## src/hdl/cst_pkg.sv

```systemverilog
// Package for the CSV stream tokenizer: shared constants, codes, types and helpers.
// No dependencies; every other file in hdl/ except cst_ram refers to it by scoped names.
package cst_pkg;

    // Trailing-whitespace hold buffer
    localparam int HOLD_DEPTH = 32;
    localparam int HOLD_AW    = (HOLD_DEPTH > 1) ? $clog2(HOLD_DEPTH) : 1;
    localparam int HOLD_CW    = $clog2(HOLD_DEPTH + 1);

    // Queue between the front and the back (power of two)
    localparam int QUEUE_DEPTH = 2;
    localparam int QUEUE_AW    = $clog2(QUEUE_DEPTH);

    localparam logic [7:0] NEWLINE_BYTE = 8'h0A;

    // Configuration register map and reset values
    localparam int CFG_IW = 2;
    localparam logic [CFG_IW-1:0] REG_QUOTE = 2'd0;
    localparam logic [CFG_IW-1:0] REG_DELIM = 2'd1;
    localparam logic [CFG_IW-1:0] REG_TRIM  = 2'd2;
    localparam logic [7:0] QUOTE_RESET = 8'd34;
    localparam logic [7:0] DELIM_RESET = 8'd44;
    localparam logic       TRIM_RESET  = 1'b0;

    // Input command codes
    localparam logic CMD_BYTE  = 1'b0;
    localparam logic CMD_FLUSH = 1'b1;

    typedef enum logic [1:0] {
        EV_APPEND    = 2'd0,
        EV_CLEAR     = 2'd1,
        EV_END_FIELD = 2'd2,
        EV_END_ROW   = 2'd3
    } event_kind_t;

    typedef struct packed {
        logic [7:0] quote_char;
        logic [7:0] delim_char;
        logic       trim_enable;
    } cfg_t;

    // Classified input word
    typedef struct packed {
        logic       flush;
        logic       is_quote;
        logic       is_delim;
        logic       is_newline;
        logic       is_space;
        logic [7:0] data_byte;
    } token_t;

    typedef struct packed {
        logic               busy;
        logic [HOLD_CW-1:0] held_count;
    } back_status_t;

    function automatic logic is_space(input logic [7:0] c);
        return (c == 8'd32) || (c == 8'd9) || (c == 8'd13) || (c == 8'd11) || (c == 8'd12);
    endfunction

endpackage

```

## src/hdl/csv_stream_tokenizer_core.sv

```systemverilog
// Top level of the CSV stream tokenizer: configuration registers, front, queue, back.
// Depends on cst_pkg, cst_front, cst_queue, cst_back (and cst_ram through cst_back).
//
//   Channel  Direction  Handshake          Payload
//   s_       in         s_tvalid/s_tready  s_tdata = data_byte, s_tuser = cmd
//   m_       out        m_tvalid/m_tready  m_tdata = out_byte, m_tuser = {ovf, kind}, m_tlast
//   cfg_     in         cfg_we             cfg_index, cfg_wdata
//
// An item that gives at most one event is popped as one output word; an end field followed
// by an end row gives two words, the end row from S_TAIL; a byte that releases held whitespace
// is popped and starts the hold RAM read, then the held bytes and the byte itself leave as one
// output word per cycle while the output is not stalled. An input word passes the front
// register and a queue slot before the back registers its first event word.
// Reset is synchronous and clears all control state; the hold RAM is not cleared.
// A two-entry queue and the front register absorb output stalls so input keeps flowing.
module csv_stream_tokenizer_core (
    input  logic                        aclk,
    input  logic                        aresetn,
    input  logic                        s_tvalid,
    output logic                        s_tready,
    input  logic [7:0]                  s_tdata,   // data_byte
    input  logic                        s_tuser,   // cmd
    output logic                        m_tvalid,
    input  logic                        m_tready,
    output logic [7:0]                  m_tdata,   // out_byte
    output logic [2:0]                  m_tuser,   // event_kind[1:0], hold_overflow
    output logic                        m_tlast,   // last
    input  logic                        cfg_we,
    input  logic [cst_pkg::CFG_IW-1:0]  cfg_index,
    input  logic [7:0]                  cfg_wdata
);

    cst_pkg::cfg_t         cfg_reg;
    cst_pkg::token_t       front_tok;
    cst_pkg::token_t       head_tok;
    cst_pkg::back_status_t back_status;
    logic                  front_valid;
    logic                  queue_ready;
    logic                  head_valid;
    logic                  head_pop;

    // Configuration registers
    always_ff @(posedge aclk) begin
        if (!aresetn) begin
            cfg_reg.quote_char  <= cst_pkg::QUOTE_RESET;
            cfg_reg.delim_char  <= cst_pkg::DELIM_RESET;
            cfg_reg.trim_enable <= cst_pkg::TRIM_RESET;
        end else if (cfg_we) begin
            if (cfg_index == cst_pkg::REG_QUOTE) begin
                cfg_reg.quote_char <= cfg_wdata;
            end
            if (cfg_index == cst_pkg::REG_DELIM) begin
                cfg_reg.delim_char <= cfg_wdata;
            end
            if (cfg_index == cst_pkg::REG_TRIM) begin
                cfg_reg.trim_enable <= cfg_wdata[0];
            end
        end
    end

    cst_front u_front (
        .aclk      (aclk),
        .aresetn   (aresetn),
        .cfg       (cfg_reg),
        .s_tvalid  (s_tvalid),
        .s_tready  (s_tready),
        .s_tdata   (s_tdata),
        .s_tuser   (s_tuser),
        .tok_valid (front_valid),
        .tok_ready (queue_ready),
        .tok       (front_tok)
    );

    cst_queue u_queue (
        .aclk       (aclk),
        .aresetn    (aresetn),
        .push_valid (front_valid),
        .push_ready (queue_ready),
        .push_data  (front_tok),
        .pop_valid  (head_valid),
        .pop_ready  (head_pop),
        .pop_data   (head_tok)
    );

    cst_back u_back (
        .aclk        (aclk),
        .aresetn     (aresetn),
        .trim_enable (cfg_reg.trim_enable),
        .head_valid  (head_valid),
        .head_pop    (head_pop),
        .head        (head_tok),
        .m_tvalid    (m_tvalid),
        .m_tready    (m_tready),
        .m_tdata     (m_tdata),
        .m_tuser     (m_tuser),
        .m_tlast     (m_tlast),
        .status      (back_status)
    );

    // Non-append events carry a zero byte and no overflow flag
    a_nonappend_clean: assert property (@(posedge aclk) disable iff (!aresetn)
        (m_tvalid && (m_tuser[1:0] != cst_pkg::EV_APPEND)) |-> ((m_tdata == 8'd0) && !m_tuser[2]))
        else $error("non-append event with byte or overflow set");

    // Held whitespace never exceeds the buffer
    a_hold_bound: assert property (@(posedge aclk) disable iff (!aresetn)
        back_status.held_count <= cst_pkg::HOLD_CW'(cst_pkg::HOLD_DEPTH))
        else $error("hold count beyond buffer depth");

    // Output is empty right after reset
    a_reset_empty: assert property (@(posedge aclk)
        !aresetn |=> (!m_tvalid && !back_status.busy))
        else $error("output valid after reset");

    // The back pops a word only when one is present and the output register is free
    a_pop_idle: assert property (@(posedge aclk) disable iff (!aresetn)
        head_pop |-> (head_valid && (!m_tvalid || m_tready)))
        else $error("queue popped while output blocked");

endmodule

```

## src/hdl/cst_ram.sv

```systemverilog
// Generic single-write, single-read RAM with registered read data.
// No dependencies.
module cst_ram #(
    parameter int WIDTH = 8,
    parameter int DEPTH = 32
) (
    input  logic                                   aclk,
    input  logic                                   we,
    input  logic [((DEPTH > 1) ? $clog2(DEPTH) : 1)-1:0] waddr,
    input  logic [WIDTH-1:0]                       wdata,
    input  logic [((DEPTH > 1) ? $clog2(DEPTH) : 1)-1:0] raddr,
    output logic [WIDTH-1:0]                       rdata
);

    logic [WIDTH-1:0] mem [DEPTH];

    // Write port and registered read port
    always_ff @(posedge aclk) begin
        if (we) begin
            mem[waddr] <= wdata;
        end
        rdata <= mem[raddr];
    end

endmodule

```

## src/hdl/cst_front.sv

```systemverilog
// Front end of the CSV tokenizer: accepts input words and classifies each byte.
// Depends on cst_pkg.
module cst_front (
    input  logic          aclk,
    input  logic          aresetn,
    input  cst_pkg::cfg_t cfg,
    input  logic          s_tvalid,
    output logic          s_tready,
    input  logic [7:0]    s_tdata,   // data_byte
    input  logic          s_tuser,   // cmd
    output logic          tok_valid,
    input  logic          tok_ready,
    output cst_pkg::token_t tok
);

    logic            stage_valid_reg;
    cst_pkg::token_t stage_reg;
    cst_pkg::token_t class_next;
    logic            accept;

    // Classify the incoming byte against the configured characters
    always_comb begin
        class_next.flush      = (s_tuser == cst_pkg::CMD_FLUSH);
        class_next.is_quote   = (s_tdata == cfg.quote_char);
        class_next.is_delim   = (s_tdata == cfg.delim_char);
        class_next.is_newline = (s_tdata == cst_pkg::NEWLINE_BYTE);
        class_next.is_space   = cst_pkg::is_space(s_tdata);
        class_next.data_byte  = s_tdata;
    end

    assign s_tready  = !stage_valid_reg || tok_ready;
    assign accept    = s_tvalid && s_tready;
    assign tok_valid = stage_valid_reg;
    assign tok       = stage_reg;

    // Hold the classified word until the queue takes it
    always_ff @(posedge aclk) begin
        if (!aresetn) begin
            stage_valid_reg <= 1'b0;
        end else if (accept) begin
            stage_valid_reg <= 1'b1;
        end else if (tok_ready) begin
            stage_valid_reg <= 1'b0;
        end
    end

    always_ff @(posedge aclk) begin
        if (accept) begin
            stage_reg <= class_next;
        end
    end

endmodule

```

## src/hdl/cst_queue.sv

```systemverilog
// Short queue of classified words between the front and the back of the tokenizer.
// Depends on cst_pkg.
module cst_queue (
    input  logic            aclk,
    input  logic            aresetn,
    input  logic            push_valid,
    output logic            push_ready,
    input  cst_pkg::token_t push_data,
    output logic            pop_valid,
    input  logic            pop_ready,
    output cst_pkg::token_t pop_data
);

    cst_pkg::token_t                 slot_reg [cst_pkg::QUEUE_DEPTH];
    logic [cst_pkg::QUEUE_AW-1:0]    wr_ptr_reg;
    logic [cst_pkg::QUEUE_AW-1:0]    rd_ptr_reg;
    logic [cst_pkg::QUEUE_AW:0]      count_reg;
    logic                            do_push;
    logic                            do_pop;

    assign push_ready = (count_reg != (cst_pkg::QUEUE_AW + 1)'(cst_pkg::QUEUE_DEPTH));
    assign pop_valid  = (count_reg != '0);
    assign pop_data   = slot_reg[rd_ptr_reg];
    assign do_push    = push_valid && push_ready;
    assign do_pop     = pop_valid && pop_ready;

    // Advance pointers and occupancy
    always_ff @(posedge aclk) begin
        if (!aresetn) begin
            wr_ptr_reg <= '0;
            rd_ptr_reg <= '0;
            count_reg  <= '0;
        end else begin
            if (do_push) begin
                wr_ptr_reg <= wr_ptr_reg + 1'b1;
            end
            if (do_pop) begin
                rd_ptr_reg <= rd_ptr_reg + 1'b1;
            end
            if (do_push && !do_pop) begin
                count_reg <= count_reg + 1'b1;
            end else if (!do_push && do_pop) begin
                count_reg <= count_reg - 1'b1;
            end
        end
    end

    always_ff @(posedge aclk) begin
        if (do_push) begin
            slot_reg[wr_ptr_reg] <= push_data;
        end
    end

endmodule

```

## src/hdl/cst_back.sv

```systemverilog
// Back end of the CSV tokenizer: parser state, whitespace hold buffer, event output.
// Depends on cst_pkg and cst_ram.
module cst_back (
    input  logic                  aclk,
    input  logic                  aresetn,
    input  logic                  trim_enable,
    input  logic                  head_valid,
    output logic                  head_pop,
    input  cst_pkg::token_t       head,
    output logic                  m_tvalid,
    input  logic                  m_tready,
    output logic [7:0]            m_tdata,   // out_byte
    output logic [2:0]            m_tuser,   // event_kind[1:0], hold_overflow
    output logic                  m_tlast,   // last
    output cst_pkg::back_status_t status
);

    typedef enum logic [2:0] {
        S_IDLE = 3'b001,
        S_REL  = 3'b010,
        S_TAIL = 3'b100
    } back_state_t;

    localparam int CW = cst_pkg::HOLD_CW;
    localparam int AW = cst_pkg::HOLD_AW;

    back_state_t state_reg, state_next;

    // Parser state
    logic in_quotes_reg, in_quotes_next;
    logic qpend_reg, qpend_next;
    logic fadded_reg, fadded_next;
    logic fquoted_reg, fquoted_next;
    logic fstarted_reg, fstarted_next;
    logic rowhas_reg, rowhas_next;
    logic [CW-1:0] held_count_reg, held_count_next;
    logic held_ovf_reg, held_ovf_next;

    // Release sequencing and the pending final event
    logic [CW-1:0] rel_idx_reg, rel_idx_next;
    logic [CW-1:0] rel_cnt_reg, rel_cnt_next;
    cst_pkg::event_kind_t tail_kind_reg, tail_kind_next;
    logic [7:0] tail_byte_reg, tail_byte_next;
    logic tail_ovf_reg, tail_ovf_next;

    // Output register
    logic out_valid_reg, out_valid_next;
    cst_pkg::event_kind_t out_kind_reg, out_kind_next;
    logic [7:0] out_byte_reg, out_byte_next;
    logic out_ovf_reg, out_ovf_next;
    logic out_last_reg, out_last_next;

    // Hold buffer port
    logic       ram_we;
    logic [7:0] ram_rdata;

    cst_ram #(
        .WIDTH (8),
        .DEPTH (cst_pkg::HOLD_DEPTH)
    ) u_hold (
        .aclk  (aclk),
        .we    (ram_we),
        .waddr (held_count_reg[AW-1:0]),
        .wdata (head.data_byte),
        .raddr (rel_idx_next[AW-1:0]),
        .rdata (ram_rdata)
    );

    // Decide events and next state
    always_comb begin
        logic out_free;
        logic unq;
        logic do_eol;
        logic freset;
        logic e0_v;
        cst_pkg::event_kind_t e0_kind;
        logic [7:0] e0_byte;
        logic e0_ovf;
        logic e1_v;
        logic [CW-1:0] rel_inc;

        state_next      = state_reg;
        in_quotes_next  = in_quotes_reg;
        qpend_next      = qpend_reg;
        fadded_next     = fadded_reg;
        fquoted_next    = fquoted_reg;
        fstarted_next   = fstarted_reg;
        rowhas_next     = rowhas_reg;
        held_count_next = held_count_reg;
        held_ovf_next   = held_ovf_reg;
        rel_idx_next    = rel_idx_reg;
        rel_cnt_next    = rel_cnt_reg;
        tail_kind_next  = tail_kind_reg;
        tail_byte_next  = tail_byte_reg;
        tail_ovf_next   = tail_ovf_reg;
        out_valid_next  = out_valid_reg;
        out_kind_next   = out_kind_reg;
        out_byte_next   = out_byte_reg;
        out_ovf_next    = out_ovf_reg;
        out_last_next   = out_last_reg;
        ram_we          = 1'b0;
        head_pop        = 1'b0;
        unq             = 1'b0;
        do_eol          = 1'b0;
        freset          = 1'b0;
        e0_v            = 1'b0;
        e0_kind         = cst_pkg::EV_APPEND;
        e0_byte         = 8'd0;
        e0_ovf          = 1'b0;
        e1_v            = 1'b0;
        rel_inc         = rel_idx_reg + CW'(1);

        out_free = !out_valid_reg || m_tready;
        if (out_free) begin
            out_valid_next = 1'b0;
        end

        unique case (state_reg)
            S_IDLE: begin
                if (head_valid && out_free) begin
                    head_pop = 1'b1;
                    // Quoted-field handling and flush
                    if (head.flush) begin
                        in_quotes_next = 1'b0;
                        qpend_next     = 1'b0;
                        do_eol         = 1'b1;
                    end else if (in_quotes_reg) begin
                        if (qpend_reg) begin
                            qpend_next = 1'b0;
                            if (head.is_quote) begin
                                e0_v    = 1'b1;
                                e0_byte = head.data_byte;
                            end else begin
                                in_quotes_next = 1'b0;
                                unq            = 1'b1;
                            end
                        end else if (head.is_quote) begin
                            qpend_next = 1'b1;
                        end else begin
                            e0_v    = 1'b1;
                            e0_byte = head.data_byte;
                        end
                    end else begin
                        unq = 1'b1;
                    end

                    // Byte outside quotes: quote, then delimiter, then newline
                    if (unq) begin
                        priority if (head.is_quote) begin
                            if (fadded_reg) begin
                                e0_v    = 1'b1;
                                e0_kind = cst_pkg::EV_CLEAR;
                            end
                            held_count_next = '0;
                            held_ovf_next   = 1'b0;
                            in_quotes_next  = 1'b1;
                            fquoted_next    = 1'b1;
                            fadded_next     = 1'b1;
                        end else if (head.is_delim) begin
                            e0_v        = 1'b1;
                            e0_kind     = cst_pkg::EV_END_FIELD;
                            rowhas_next = 1'b1;
                            freset      = 1'b1;
                        end else if (head.is_newline) begin
                            do_eol = 1'b1;
                        end else if (!fquoted_reg) begin
                            fadded_next = 1'b1;
                            if (trim_enable && head.is_space) begin
                                if (fstarted_reg) begin
                                    if (held_count_reg < CW'(cst_pkg::HOLD_DEPTH)) begin
                                        ram_we          = 1'b1;
                                        held_count_next = held_count_reg + CW'(1);
                                    end else begin
                                        held_ovf_next = 1'b1;
                                    end
                                end
                            end else begin
                                if (held_count_reg != '0) begin
                                    // Release held whitespace before the byte
                                    state_next     = S_REL;
                                    rel_idx_next   = '0;
                                    rel_cnt_next   = held_count_reg;
                                    tail_kind_next = cst_pkg::EV_APPEND;
                                    tail_byte_next = head.data_byte;
                                    tail_ovf_next  = held_ovf_reg;
                                end else begin
                                    e0_v    = 1'b1;
                                    e0_byte = head.data_byte;
                                    e0_ovf  = held_ovf_reg;
                                end
                                held_count_next = '0;
                                held_ovf_next   = 1'b0;
                                fstarted_next   = 1'b1;
                            end
                        end
                    end

                    // End of line: close a started field, then a non-empty row
                    if (do_eol) begin
                        if (fadded_reg) begin
                            e0_v    = 1'b1;
                            e0_kind = cst_pkg::EV_END_FIELD;
                        end
                        if (fadded_reg || rowhas_reg) begin
                            if (fadded_reg) begin
                                e1_v = 1'b1;
                            end else begin
                                e0_v    = 1'b1;
                                e0_kind = cst_pkg::EV_END_ROW;
                            end
                        end
                        rowhas_next = 1'b0;
                        freset      = 1'b1;
                    end

                    if (freset) begin
                        fadded_next     = 1'b0;
                        fquoted_next    = 1'b0;
                        fstarted_next   = 1'b0;
                        held_count_next = '0;
                        held_ovf_next   = 1'b0;
                    end

                    if (e0_v) begin
                        out_valid_next = 1'b1;
                        out_kind_next  = e0_kind;
                        out_byte_next  = e0_byte;
                        out_ovf_next   = e0_ovf;
                        out_last_next  = !e1_v;
                    end
                    if (e1_v) begin
                        state_next     = S_TAIL;
                        tail_kind_next = cst_pkg::EV_END_ROW;
                        tail_byte_next = 8'd0;
                        tail_ovf_next  = 1'b0;
                    end
                end
            end
            S_REL: begin
                // Emit one held byte per cycle while the output is free
                if (out_free) begin
                    out_valid_next = 1'b1;
                    out_kind_next  = cst_pkg::EV_APPEND;
                    out_byte_next  = ram_rdata;
                    out_ovf_next   = tail_ovf_reg;
                    out_last_next  = 1'b0;
                    rel_idx_next   = rel_inc;
                    if (rel_inc == rel_cnt_reg) begin
                        state_next = S_TAIL;
                    end
                end
            end
            S_TAIL: begin
                if (out_free) begin
                    out_valid_next = 1'b1;
                    out_kind_next  = tail_kind_reg;
                    out_byte_next  = tail_byte_reg;
                    out_ovf_next   = tail_ovf_reg;
                    out_last_next  = 1'b1;
                    state_next     = S_IDLE;
                end
            end
            default: begin
                state_next = S_IDLE;
            end
        endcase
    end

    // Control registers
    always_ff @(posedge aclk) begin
        if (!aresetn) begin
            state_reg      <= S_IDLE;
            in_quotes_reg  <= 1'b0;
            qpend_reg      <= 1'b0;
            fadded_reg     <= 1'b0;
            fquoted_reg    <= 1'b0;
            fstarted_reg   <= 1'b0;
            rowhas_reg     <= 1'b0;
            held_count_reg <= '0;
            held_ovf_reg   <= 1'b0;
            rel_idx_reg    <= '0;
            out_valid_reg  <= 1'b0;
        end else begin
            state_reg      <= state_next;
            in_quotes_reg  <= in_quotes_next;
            qpend_reg      <= qpend_next;
            fadded_reg     <= fadded_next;
            fquoted_reg    <= fquoted_next;
            fstarted_reg   <= fstarted_next;
            rowhas_reg     <= rowhas_next;
            held_count_reg <= held_count_next;
            held_ovf_reg   <= held_ovf_next;
            rel_idx_reg    <= rel_idx_next;
            out_valid_reg  <= out_valid_next;
        end
    end

    // Payload registers
    always_ff @(posedge aclk) begin
        rel_cnt_reg   <= rel_cnt_next;
        tail_kind_reg <= tail_kind_next;
        tail_byte_reg <= tail_byte_next;
        tail_ovf_reg  <= tail_ovf_next;
        out_kind_reg  <= out_kind_next;
        out_byte_reg  <= out_byte_next;
        out_ovf_reg   <= out_ovf_next;
        out_last_reg  <= out_last_next;
    end

    assign m_tvalid = out_valid_reg;
    assign m_tdata  = out_byte_reg;
    assign m_tuser  = {out_ovf_reg, out_kind_reg};
    assign m_tlast  = out_last_reg;

    assign status.busy       = (state_reg != S_IDLE) || out_valid_reg;
    assign status.held_count = held_count_reg;

endmodule
```

## config.mk

```make
export PLATFORM = sky130hd
export DESIGN_NAME = csv_stream_tokenizer_core
export DESIGN_NICKNAME = d
export VERILOG_FILES = /design/src/hdl/cst_pkg.sv /design/src/hdl/csv_stream_tokenizer_core.sv /design/src/hdl/cst_ram.sv /design/src/hdl/cst_front.sv /design/src/hdl/cst_queue.sv /design/src/hdl/cst_back.sv
export SDC_FILE = /design/constraint.sdc
export NUM_CORES = 1
export LEC_CHECK = 0
export BUFFER_PORTS_ARGS = -buffer_cell sky130_fd_sc_hd__buf_2
export CAP_MARGIN = 20
export CORE_MARGIN = 5
export CORE_UTILIZATION = 40
export CTS_BUF_LIST = sky130_fd_sc_hd__clkbuf_2
export DETAILED_ROUTE_END_ITERATION = 16
export PLACE_DENSITY = 0.53
export RECOVER_POWER = 50
export SYNTH_ARGS = -nofsm -noshare
export SYNTH_HDL_FRONTEND = slang
export SYNTH_SLANG_ARGS = --single-unit
```

## constraint.sdc

```tcl
create_clock -name aclk -period 3.01 [get_ports aclk]
set_input_delay 0.1505 -clock aclk [delete_from_list [all_inputs] [get_ports aclk]]
set_output_delay 0.1505 -clock aclk [all_outputs]
set_load 0.02 [all_outputs]
```

==> metrics, run 1 <==
Die Footprint 44,700 µm²; LEAKAGE around 6.7 nW; number of antenna violations at the first check in global routing 1; vias in the first global route roughly 11k; biggest area consumer among synthesized cells sky130_fd_sc_hd__edfxtp_1; clock net sink count 377; Worst Path Required approximately 3.8 ns; worst supply voltage drop on vdd 0.000317 V; leading cell types by total area after synthesis sky130_fd_sc_hd__edfxtp_1, sky130_fd_sc_hd__dfxtp_1, sky130_fd_sc_hd__nand2_1; floorplan row count 73; highest attainable clock frequency ~340 MHz; number of antenna-violating nets in the routed design 0; clock tree from TritonCTS done; Mapped Avg Cell Area 12.5 µm²; GRT overflow 0; core box area between 30,000 and 40,000 µm²; RSZ-0062 raised after global routing yes; unique cell type count in the Yosys netlist 63; R2R setup slack around 0.069 ns; maximum fanout count along the critical path 8; worst hold endpoint cfg_reg[0]; latest clock arrival within the worst-skew pair between 0.9 and 1 ns; drt initial violations roughly 810; main flop type after synthesis sky130_fd_sc_hd__edfxtp_1; combined area of all synthesized cells between 15,000 and 20,000 µm²; most used cells in the layout excluding fill and tap cells sky130_fd_sc_hd__edfxtp_1, sky130_fd_sc_hd__nand2_1, sky130_fd_sc_hd__clkbuf_2, sky130_fd_sc_hd__a21oi_1, sky130_fd_sc_hd__buf_4; reg-to-reg startpoint u_queue.slot_reg[1][11]; max reg flops 256; Avg Vias per Cell between 5 and 6; crit path capture type register; cell count after synthesis around 1.3k; cells on worst reg2reg path 14; overall die height approximately 210 µm; Crit Path Category register to register; number of vias in the routed layout approximately 12k; Clock Path Buffers 3; global-route usage over all layers 19.9%; final RePlAce weighted congestion a little under 0.9; register clock-pin slew on the reported worst setup and hold paths ~0.090 ns; power per unit of standard cell area between 500 and 600 nW/µm²; number of failing hold endpoints at the final stage 0; headroom to the max-slew limit 27.6%; # Max-Cap Violations 0; Total Power Consumption about 11 mW; clk_skew between 0.05 and 0.06 ns; starting density of the core around two fifths; wire length after detailed routing between 40 and 50 mm; Post-DP HPWL between 20 and 30 mm; relative area change from synthesis to final layout 19.5%; Ports 38; commonest non-fill, non-tap cell in the layout sky130_fd_sc_hd__edfxtp_1; actual transition at the worst max-transition pin between 1 and 1.5 ns; final net count ~1.6k; post-route minimum period between 2 and 3 ns; Routed WL per cell 21.1 µm; FF-to-FF End u_back.u_hold.rdata[6]; CTS H-tree depth 3; sequential area share after synthesis around two thirds; Layout fillers roughly 3.6k; signal arrival time at the worst endpoint 3.76 ns; post-synth top area share 59.7%; worst min-delay path startpoint cfg_index[0]; class of the tightest hold or removal check input pin to register; yosys synthesis warning count 0; CTS buffer count 96; Post-Synthesis Net Count ~1.3k; count of final max-slew check failures 0; hold path depth 5; final worst-path cycle share a little over nine tenths; cell at the root of the clock tree sky130_fd_sc_hd__clkbuf_2; TritonRoute pass-1 iters 8; share of synthesized flip-flops with an asynchronous set or reset 0%; DP Area between 15,000 and 20,000 µm²; Port Buffer Count 37; cell area after layout between 15,000 and 20,000 µm²; number of remaining DRC errors 0; largest net degree at the start of global routing 54; outcome finished, final reports clean; post-layout util about half; fraction of final layout cells sized beyond drive strength 1 21.1%; Die Span X ~210 µm; number of storage elements in the synthesis netlist 377; startpoint type of the worst setup path register; number of synthesized flops with an enable pin between 300 and 400; global-route wire length before repair between 60 and 70 mm; final number of setup-violating endpoints 0
-- metrics by stage --
| step | hold WS (ns) | std cells | TNS [ns] | setup slack [ns] |
|---|---|---|---|---|
| floorplan | 0.249 | 1299 | 0 | 0.259 |
| global placement | 0.341 | 1906 | -0.360 | -0.127 |
| detailed placement | 0.340 | 1906 | -0.370 | -0.121 |
| CTS | 0.00697 | 2140 | 0 | 0.00125 |
| global route | 0.0824 | 2150 | -0.290 | -0.0680 |
| finish | 0.145 | 2150 | 0 | 0.0694 |
-- worst max-delay path, cell delays in order (launching register included) --
cell and delay (ns):
sky130_fd_sc_hd__edfxtp_1 0.43, sky130_fd_sc_hd__mux2i_4 0.23, sky130_fd_sc_hd__ha_4 0.19, sky130_fd_sc_hd__nor2b_4 0.05, sky130_fd_sc_hd__nor4_4 0.19, sky130_fd_sc_hd__buf_4 0.17, sky130_fd_sc_hd__nand4_4 0.16, sky130_fd_sc_hd__buf_6 0.16
sky130_fd_sc_hd__and4b_1 0.20, sky130_fd_sc_hd__nor3_4 0.23, sky130_fd_sc_hd__buf_6 0.13, sky130_fd_sc_hd__buf_12 0.12, sky130_fd_sc_hd__a21oi_1 0.05, sky130_fd_sc_hd__a22oi_1 0.31, sky130_fd_sc_hd__a32oi_1 0.16
-- worst max-delay path by stage --
stage | from | endpoint | slack (ns) | cells past startpoint
after global placement | register | u_back.u_hold.rdata[6] | -0.13 | 12
after global routing | u_queue.slot_reg[1][11] | u_back.u_hold.rdata[7] | -0.07 | 14
final | u_queue.slot_reg[1][11] | u_back.u_hold.rdata[6] | 0.07 | 14
after CTS | register | u_back.u_hold.rdata[5] | 0.001 | 13
after detailed placement | register | u_back.u_hold.rdata[6] | -0.12 | 12
after floorplan | register | u_back.u_hold.rdata[6] | 0.26 | 12
-- cell families (layout without fill, tap and decap cells) --
| family | after synthesis | in the layout | share of synthesized area, % |
|---|---|---|---|
| AO/OA/AOI/OAI | 287 | 287 | 11.6 |
| XOR/XNOR | 31 | 31 | 1.67 |
| adder cells (fa/ha/maj) | 8 | 8 | 0.616 |
| buffers and inverters | 96 | 420 | 2.97 |
| flip-flops | 377 | 377 | 66.4 |
| multiplexers | 79 | 79 | 5.04 |
| other | 0 | 2 | 0 |
| AND/OR/NAND/NOR | 421 | 421 | 11.7 |
-- Yosys cell counts (3+ instances only) --
cell / count
sky130_fd_sc_hd__mux2i_1: 66
sky130_fd_sc_hd__clkbuf_1: 35
sky130_fd_sc_hd__a222oi_1: 8
sky130_fd_sc_hd__buf_4: 13
sky130_fd_sc_hd__mux2_2: 12
sky130_fd_sc_hd__nand2b_1: 8
sky130_fd_sc_hd__dfxtp_1: 54
sky130_fd_sc_hd__nand4_1: 8
sky130_fd_sc_hd__and3_1: 4
sky130_fd_sc_hd__a22o_1: 10
sky130_fd_sc_hd__a21oi_1: 97
sky130_fd_sc_hd__a32oi_1: 17
sky130_fd_sc_hd__xor2_1: 9
sky130_fd_sc_hd__nor4_1: 15
sky130_fd_sc_hd__nor2_1: 91
sky130_fd_sc_hd__o22ai_1: 17
sky130_fd_sc_hd__o221ai_1: 33
sky130_fd_sc_hd__a21o_1: 8
sky130_fd_sc_hd__a22oi_1: 8
sky130_fd_sc_hd__a31oi_1: 7
sky130_fd_sc_hd__nor2b_1: 12
sky130_fd_sc_hd__ha_1: 8
sky130_fd_sc_hd__and2_1: 4
sky130_fd_sc_hd__xnor2_1: 22
sky130_fd_sc_hd__buf_1: 7
sky130_fd_sc_hd__nand3b_1: 6
sky130_fd_sc_hd__buf_2: 9
sky130_fd_sc_hd__o21a_1: 3
sky130_fd_sc_hd__nor3b_1: 3
sky130_fd_sc_hd__o32ai_1: 8
sky130_fd_sc_hd__buf_6: 8
sky130_fd_sc_hd__edfxtp_1: 323
sky130_fd_sc_hd__or3_1: 3
sky130_fd_sc_hd__nor3_1: 5
sky130_fd_sc_hd__nand3_1: 18
sky130_fd_sc_hd__or3b_2: 3
sky130_fd_sc_hd__o21ai_0: 55
sky130_fd_sc_hd__inv_1: 22
sky130_fd_sc_hd__nand2_1: 230
-- layout make-up --
class,instances,area [µm²],share of cell area (%)
Timing Repair Buffer,221,1830,9.45
Inverter,24,95.1,0.490
Sequential cell,377,10800,55.6
Multi-Input combinational cell,826,5160,26.6
Clock inverter,26,125,0.645
Antenna cell,2,5.00,0.0258
Clock buffer,149,746,3.84
Tap cell,525,657,3.39
-- repair_timing --
action | CTS | global route
endpoints found under the setup margin | 8 | 19
setup buffers | 1 | 6
resized for setup | 9 | 35
pin swaps | 1 | 15
cloned | 1 | 2
hold buffers | 57 | 0
endpoints found under the hold margin | 68 | 0
-- metal layers --
metal / track usage (%) / up-vias / part of all wire (%)
li1: - / 5429 / -
met3: 4.42 / 107 / 5.5
met4: 9.04 / 0 / 4.0
met2: 31.2 / 363 / 47
met1: 26.7 / 5644 / 44
met5: 0 / - / 0
-- where the power goes --
group / internal, mW / switching [mW] / leakage (nW)
Sequential: 6.12 / 0.0857 / 3.37
Clock: 1.39 / 2.07 / 0.677
Combinational: 0.469 / 1.01 / 2.63
(Power assumes the default switching activity.)
==> run 2, diff against run 1 <==
- clock period: 3.01 -> 3.7 ns (I/O delays scaled with it)
==> run 2 against run 1 <==
  * The flow now finishes with violations (max-capacitance violations, max-slew violations)
  * Largest power group unchanged
  * Largest cell class unchanged
  * Critical path type unchanged
  * Critical path depth fell by 4
  * Final cell count down 2.7%
  * Design area shrank 3.7%
==> metrics, run 2 (same netlist as run 1, synthesis figures left out) <==
Worst Path Required 4.53 ns (+0.70 ns); number of vias in the routed layout 11.3k (-2.0%); count of final max-slew check failures 140 (+140); fraction of final layout cells sized beyond drive strength 1 18.0% (-3.1 points); latest clock arrival within the worst-skew pair 1.02 ns (+0.04 ns); final number of setup-violating endpoints 0 (unchanged); wire length after detailed routing 43.4 mm (-4.1%); RSZ-0062 raised after global routing no; worst supply voltage drop on vdd 0.000214 V (-32%); post-CTS setup buffer count 0 (-1); # Max-Cap Violations 4 (+4); power per unit of standard cell area 486 nW/µm² (-15%); post-layout util 46.8% (-1.8 points); core box area 39,900 µm² (unchanged); outcome finished with violations; clock tree from TritonCTS done; Die Span X 211 µm (unchanged); Port Buffer Count 37 (unchanged); class of the tightest hold or removal check input pin to register; TritonRoute pass-1 iters 6 (-2); CTS buffer count 99 (+3.1%); number of failing hold endpoints at the final stage 0 (unchanged); Worst path max stage delay 0.61 ns (+0.18 ns); CTS H-tree depth 3 (unchanged); global-route usage over all layers 19.2% (-0.73 points); startpoint type of the worst setup path register; post-route minimum period 3.56 ns (+0.622 ns); Avg Vias per Cell 5.41 (+0.76%); Clock Path Buffers 3 (unchanged); number of antenna violations at the first check in global routing 2 (+1); LEAKAGE 6.35 nW (-4.8%); critical path, cell by cell buf_4 -> mux2_2 -> a211oi_2 -> nand4_4 -> buf_4 -> and4b_1 -> nor3_4 -> o32ai_1 -> nor4_1 -> a32oi_1; Crit Path Category register to register; starting density of the core 40.7% (unchanged); vias in the first global route 11.2k (-2.5%); signal arrival time at the worst endpoint 4.40 ns (+0.64 ns); overall die height 211 µm (unchanged); Layout fillers 3,684 (+2.1%); register clock-pin slew on the reported worst setup and hold paths 0.09 ns (about the same); Worst Path Buf+Inv 2 (-2); max reg flops 256 (unchanged); crit path capture type register; failing checks max-capacitance violations, max-slew violations; Total Power Consumption 9.07 mW (-19%); GRT overflow 0 (unchanged); number of remaining DRC errors 0 (unchanged); DP Area 17,300 µm² (-2.3%); global-route wire length before repair 65.9 mm (-3.2%); floorplan row count 73 (unchanged); relative area change from synthesis to final layout 15.1%; Post-DP HPWL 26.5 mm (-7.1%); kind of cell adding the most delay to the critical path simple AND/OR/NAND/NOR gates; clock net sink count 377 (unchanged); commonest non-fill, non-tap cell in the layout sky130_fd_sc_hd__edfxtp_1; largest net degree at the start of global routing 66 (+22%); critical-path cell with the highest stage delay sky130_fd_sc_hd__nor4_1; cell at the root of the clock tree sky130_fd_sc_hd__clkbuf_2; final worst-path cycle share 96.3% (-1.4 points); clk_skew 0.109 ns (+0.0557 ns); highest attainable clock frequency 281 MHz (-17%); maximum fanout count along the critical path 13 (+5); final-layout setup total negative slack 0 ns (unchanged); final net count 1,519 (-3.7%); cell area after layout 18,700 µm² (-3.7%); most frequent cell on the critical path sky130_fd_sc_hd__buf_4; final RePlAce weighted congestion 0.825 (-5.2%); number of antenna-violating nets in the routed design 0 (unchanged); most used cells in the layout excluding fill and tap cells sky130_fd_sc_hd__edfxtp_1, sky130_fd_sc_hd__nand2_1, sky130_fd_sc_hd__clkbuf_2, sky130_fd_sc_hd__a21oi_1, sky130_fd_sc_hd__nor2_1; Ports 38 (unchanged); actual transition at the worst max-transition pin 1.65 ns (+0.566 ns); Routed WL per cell 20.8 µm (-1.4%); drt initial violations 962 (+19%); headroom to the max-slew limit -10.1% (-38 points); Die Footprint 44,700 µm² (unchanged)
==> run 2: cell types whose count changed in the layout (fill, tap and decap cells not counted), moves of 5 or more <==
| cell | change |
|---|---|
| sky130_fd_sc_hd__buf_12 | -5 |
| sky130_fd_sc_hd__dlygate4sd3_1 | -7 |
| sky130_fd_sc_hd__o221ai_1 | +12 |
| sky130_fd_sc_hd__clkinv_1 | -13 |
| sky130_fd_sc_hd__clkbuf_2 | +5 |
| sky130_fd_sc_hd__buf_4 | -31 |
| sky130_fd_sc_hd__o221ai_2 | -12 |
| sky130_fd_sc_hd__buf_6 | -6 |
==> run 2: timing repair <==
action | 4_1_cts | 5_1_grt
gates resized for setup | 0 | 4
hold buffers | 50 | 0
setup endpoints to repair | 0 | 4
hold endpoints to repair | 79 | 0
==> run 2: metal layers <==
layer	wire length, µm	GRT usage (%)	vias to the layer above
li1	-	-	5308
met4	1260	6.62	0
met5	0	0	-
met3	2740	5.07	73
met2	20600	30.5	346
met1	18800	25.7	5584
==> run 2: final cells by class <==
| class | count | area [µm²] | share of cell area (%) |
|---|---|---|---|
| well taps | 525 | 657 | 3.52 |
| multi-input cells | 826 | 4990 | 26.7 |
| clock buffers | 161 | 806 | 4.31 |
| diodes | 3 | 7.51 | 0.0402 |
| clock inverters | 16 | 114 | 0.609 |
| inverters | 24 | 92.6 | 0.496 |
| flip-flops and latches | 377 | 10800 | 57.7 |
| repair buffers | 159 | 1230 | 6.60 |
==> run 2: final timing paths <==
path,start,end,slack (ns),cells after the start
min,m_tready,u_back.m_tvalid,0.13,4
max reg2reg,register,u_back.u_hold.rdata[7],0.14,10
max,register,u_back.u_hold.rdata[7],0.14,10
min reg2reg,u_front.tok[4],u_queue.slot_reg[0][4],0.44,0
==> run 2: through the flow <==
stage / hold WS (ns) / setup WS [ns] / cells
6_report: 0.129 / 0.137 / 2091
5_1_grt: 0.0548 / 0.00439 / 2091
4_1_cts: 0.0184 / 0.0392 / 2087
3_5_place_dp: 0.365 / 0.0146 / 1860
3_3_place_gp: 0.367 / 0.101 / 1860
2_1_floorplan: 0.284 / 0.949 / 1299
==> run 2: report_power, final <==
group	total, mW	internal, mW	switching (mW)
Combinational	1.09	0.308	0.784
Sequential	5.05	4.99	0.0678
Clock	2.93	1.27	1.66
==> run 2: worst register-to-register path: stages, from the launching register on <==
cell and delay, ns:
sky130_fd_sc_hd__dfxtp_1 0.39, sky130_fd_sc_hd__buf_4 0.24, sky130_fd_sc_hd__mux2_2 0.41, sky130_fd_sc_hd__a211oi_2 0.44, sky130_fd_sc_hd__nand4_4 0.16, sky130_fd_sc_hd__buf_4 0.21
sky130_fd_sc_hd__and4b_1 0.22, sky130_fd_sc_hd__nor3_4 0.48, sky130_fd_sc_hd__o32ai_1 0.19, sky130_fd_sc_hd__nor4_1 0.61, sky130_fd_sc_hd__a32oi_1 0.11
==> run 3, diff against run 2 <==
- SYNTH_HIERARCHICAL: not set -> 1
==> run 3 against run 2 <==
  * The flow still finishes with violations (max-capacitance violations, max-slew violations)
  * Via count is 23% lower
  * Sequential power increased by 2%
  * Setup slack got worse by 0.0080 ns
  * Clock skew is 0.039 ns lower
  * Final cell count shrank 19%
==> metrics, run 3 <==
Total Power Consumption 9.53 mW (+5.1%); Routed WL per cell 21.6 µm (+3.8%); cell count after synthesis 876 (-33%); # Max-Cap Violations 1 (-3); LEAKAGE 6.09 nW (-4.2%); class of the tightest hold or removal check input pin to register; max reg flops 256 (unchanged); CTS H-tree depth 3 (unchanged); Mapped Avg Cell Area 17.5 µm² (+40%); proportion of power drawn by the clock network 28.1% (-4.2 points); core box area 37,800 µm² (-5.4%); clk_skew 0.0705 ns (-0.0388 ns); switching share of total power 29.4% (+1.7 points); reg-to-reg startpoint u_back/held_count_reg[1]; internal portion of total power 6.73 mW (+2.6%); number of remaining DRC errors 0 (unchanged); cell at the root of the clock tree sky130_fd_sc_hd__clkbuf_2; worst min-delay path startpoint cfg_wdata[0]; post-route minimum period 3.57 ns (+0.00798 ns); Port Buffer Count 37 (unchanged); floorplan row count 71 (-2.7%); drt initial violations 549 (-43%); register clock-pin slew on the reported worst setup and hold paths 0.10 ns (about the same); clock tree from TritonCTS done; power share of the sequential group 53.8% (-1.9 points); hold path depth 4 (unchanged); actual transition at the worst max-transition pin 2.26 ns (+0.605 ns); final net count 1,135 (-25%); overall die height 206 µm (-2.7%); most used cells in the layout excluding fill and tap cells sky130_fd_sc_hd__edfxtp_1, sky130_fd_sc_hd__clkbuf_2, sky130_fd_sc_hd__mux4_2, sky130_fd_sc_hd__nor2_1, sky130_fd_sc_hd__dlygate4sd3_1; crit path capture type register; final worst-path cycle share 96.5% (+0.22 points); R2R setup slack 0.13 ns (about the same); clock net sink count 377 (unchanged); switching pwr 2.80 mW (+11%); worst hold endpoint cfg_reg[9]; TritonRoute pass-1 iters 5 (-1); vias in the first global route 8,820 (-21%); headroom to the max-slew limit -50.4% (-40 points); final std cells w/o fill 1,690 (-19%); portion of total power attributed to combinational logic 18.1% (+6.1 points); Crit Path Category register to register; global-route usage over all layers 17.3% (-1.9 points); number of antenna violations at the first check in global routing 2 (unchanged); cells on worst reg2reg path 12 (+2); number of antenna-violating nets in the routed design 0 (unchanged); worst supply voltage drop on vdd 0.000195 V (-8.8%); maximum fanout count along the critical path 10 (-3); combined area of all synthesized cells 15,300 µm² (-5.7%); Worst Path Required 4.54 ns (about the same); outcome finished with violations; yosys synthesis warning count 6 (+6); post-layout util 47.5% (+0.70 points); Avg Vias per Cell 5.13 (-5.1%); latest clock arrival within the worst-skew pair 0.98 ns (-0.04 ns); wire length after detailed routing 36.4 mm (-16%); starting density of the core 40.6% (-0.11 points); GRT overflow 0 (unchanged); Layout fillers 3,284 (-11%); number of vias in the routed layout 8,674 (-23%); Post-Synthesis Net Count 906 (-32%); most frequent cell on the critical path sky130_fd_sc_hd__mux4_2; largest net degree at the start of global routing 50 (-24%); count of final max-slew check failures 50 (-64%); Worst path max stage delay 0.59 ns (-0.02 ns); fraction of final layout cells sized beyond drive strength 1 30.0% (+12 points); relative area change from synthesis to final layout 17.1%; signal arrival time at the worst endpoint 4.41 ns (about the same); Die Span X 206 µm (-2.7%); critical-path cell with the highest stage delay sky130_fd_sc_hd__mux4_2; final RePlAce weighted congestion 0.846 (+2.5%); number of failing hold endpoints at the final stage 0 (unchanged); final number of setup-violating endpoints 0 (unchanged); commonest non-fill, non-tap cell in the layout sky130_fd_sc_hd__edfxtp_1; highest attainable clock frequency 280 MHz (-0.22%); Ports 38 (unchanged); FF-to-FF End u_back/u_hold/rdata[5]; startpoint type of the worst setup path register; Post-DP HPWL 22.2 mm (-16%); Clock Path Buffers 3 (unchanged); CTS buffer count 96 (-3.0%); Die Footprint 42,300 µm² (-5.4%); power per unit of standard cell area 531 nW/µm² (+9.4%); global-route wire length before repair 54.2 mm (-18%); critical path, cell by cell inv_1 -> ha_1 -> or4b_4 -> o211ai_1 -> o31ai_4 -> buf_4 -> mux2i_4 -> buf_6 -> buf_12 -> mux4_2 -> mux4_2 -> mux2_2; instance count after placement with tap cells included 1,456 (-22%); failing checks max-capacitance violations, max-slew violations
==> run 3: changes by cell type in the layout (fill, tap and decap cells not counted), moves of 17 or more <==
cell and change:
sky130_fd_sc_hd__mux4_2 +80, sky130_fd_sc_hd__mux2i_1 -51, sky130_fd_sc_hd__and2_1 +18, sky130_fd_sc_hd__a32oi_1 -17
sky130_fd_sc_hd__nand2_1 -191, sky130_fd_sc_hd__a21oi_1 -87, sky130_fd_sc_hd__o21ai_0 -37, sky130_fd_sc_hd__nor2_1 -24
sky130_fd_sc_hd__o221ai_1 -33
==> run 3: cell type report <==
type / count / area [µm²] / area share, %
flip-flops and latches: 377 / 10800 / 60.1
multi-input cells: 440 / 4240 / 23.6
repair buffers: 166 / 1350 / 7.53
clock buffers: 145 / 726 / 4.05
well taps: 511 / 639 / 3.56
clock inverters: 24 / 106 / 0.593
inverters: 24 / 90.1 / 0.502
diodes: 3 / 7.51 / 0.0419
==> run 3: worst max path at each step <==
stage | start | end | slack (ns) | cells past startpoint
2_1_floorplan | register | u_back/u_hold/rdata[0] | 0.03 | 14
3_3_place_gp | u_back/held_count_reg[1] | u_back/u_hold/rdata[2] | 0.05 | 11
3_5_place_dp | u_back/held_count_reg[1] | u_back/u_hold/rdata[2] | 0.04 | 11
4_1_cts | u_back/held_count_reg[1] | u_back/u_hold/rdata[3] | 0.002 | 11
5_1_grt | u_back/held_count_reg[0] | u_back/u_hold/rdata[5] | -0.009 | 12
6_report | u_back/held_count_reg[1] | u_back/u_hold/rdata[5] | 0.13 | 12
==> run 3: routing by layer <==
layer / share of wire (%) / track usage [%] / vias up
li1: - / - / 3957
met1: 44 / 24.3 / 4362
met2: 46 / 26.3 / 300
met3: 7.8 / 5.25 / 55
met4: 1.6 / 5.14 / 0
met5: 0 / 0 / -
==> run 3: metrics by stage <==
step | hold slack, ns | worst slack [ns] | area (µm²) | setup TNS (ns)
floorplan | 0.284 | 0.0347 | 15300 | 0
global placement | 0.366 | 0.0498 | 16500 | 0
detailed placement | 0.372 | 0.0403 | 16500 | 0
CTS | 0.0221 | 0.00195 | 17900 | 0
global route | 0.0320 | -0.00885 | 17900 | -0.0170
finish | 0.119 | 0.130 | 17900 | 0
==> run 3: timing repair <==
item                       in CTS  in global routing
hold buffers                   58                  0
setup endpoints to repair       0                  7
hold endpoints to repair       78                  0
resized for setup               0                  3
setup buffers                   0                  2
==> run 3: critical path, delay by kind of cell, from the launching register on <==
family	cells	cell delay [ns]
multiplexers	4	1.55
AND/OR/NAND/NOR	1	0.48
buffers and inverters	4	0.56
adder cells (fa/ha/maj)	1	0.14
flip-flops	1	0.32
AO/OA/AOI/OAI	2	0.42
==> run 3: power groups by stage <==
stage	Sequential [mW]	Clock [mW]	Combinational, mW
3_3_place_gp	5.21	0	1.68
2_1_floorplan	5.24	0	1.07
6_report	5.13	2.68	1.73
4_1_cts	5.12	2.80	1.73
3_5_place_dp	5.22	0	1.68
5_1_grt	5.15	3.03	1.88
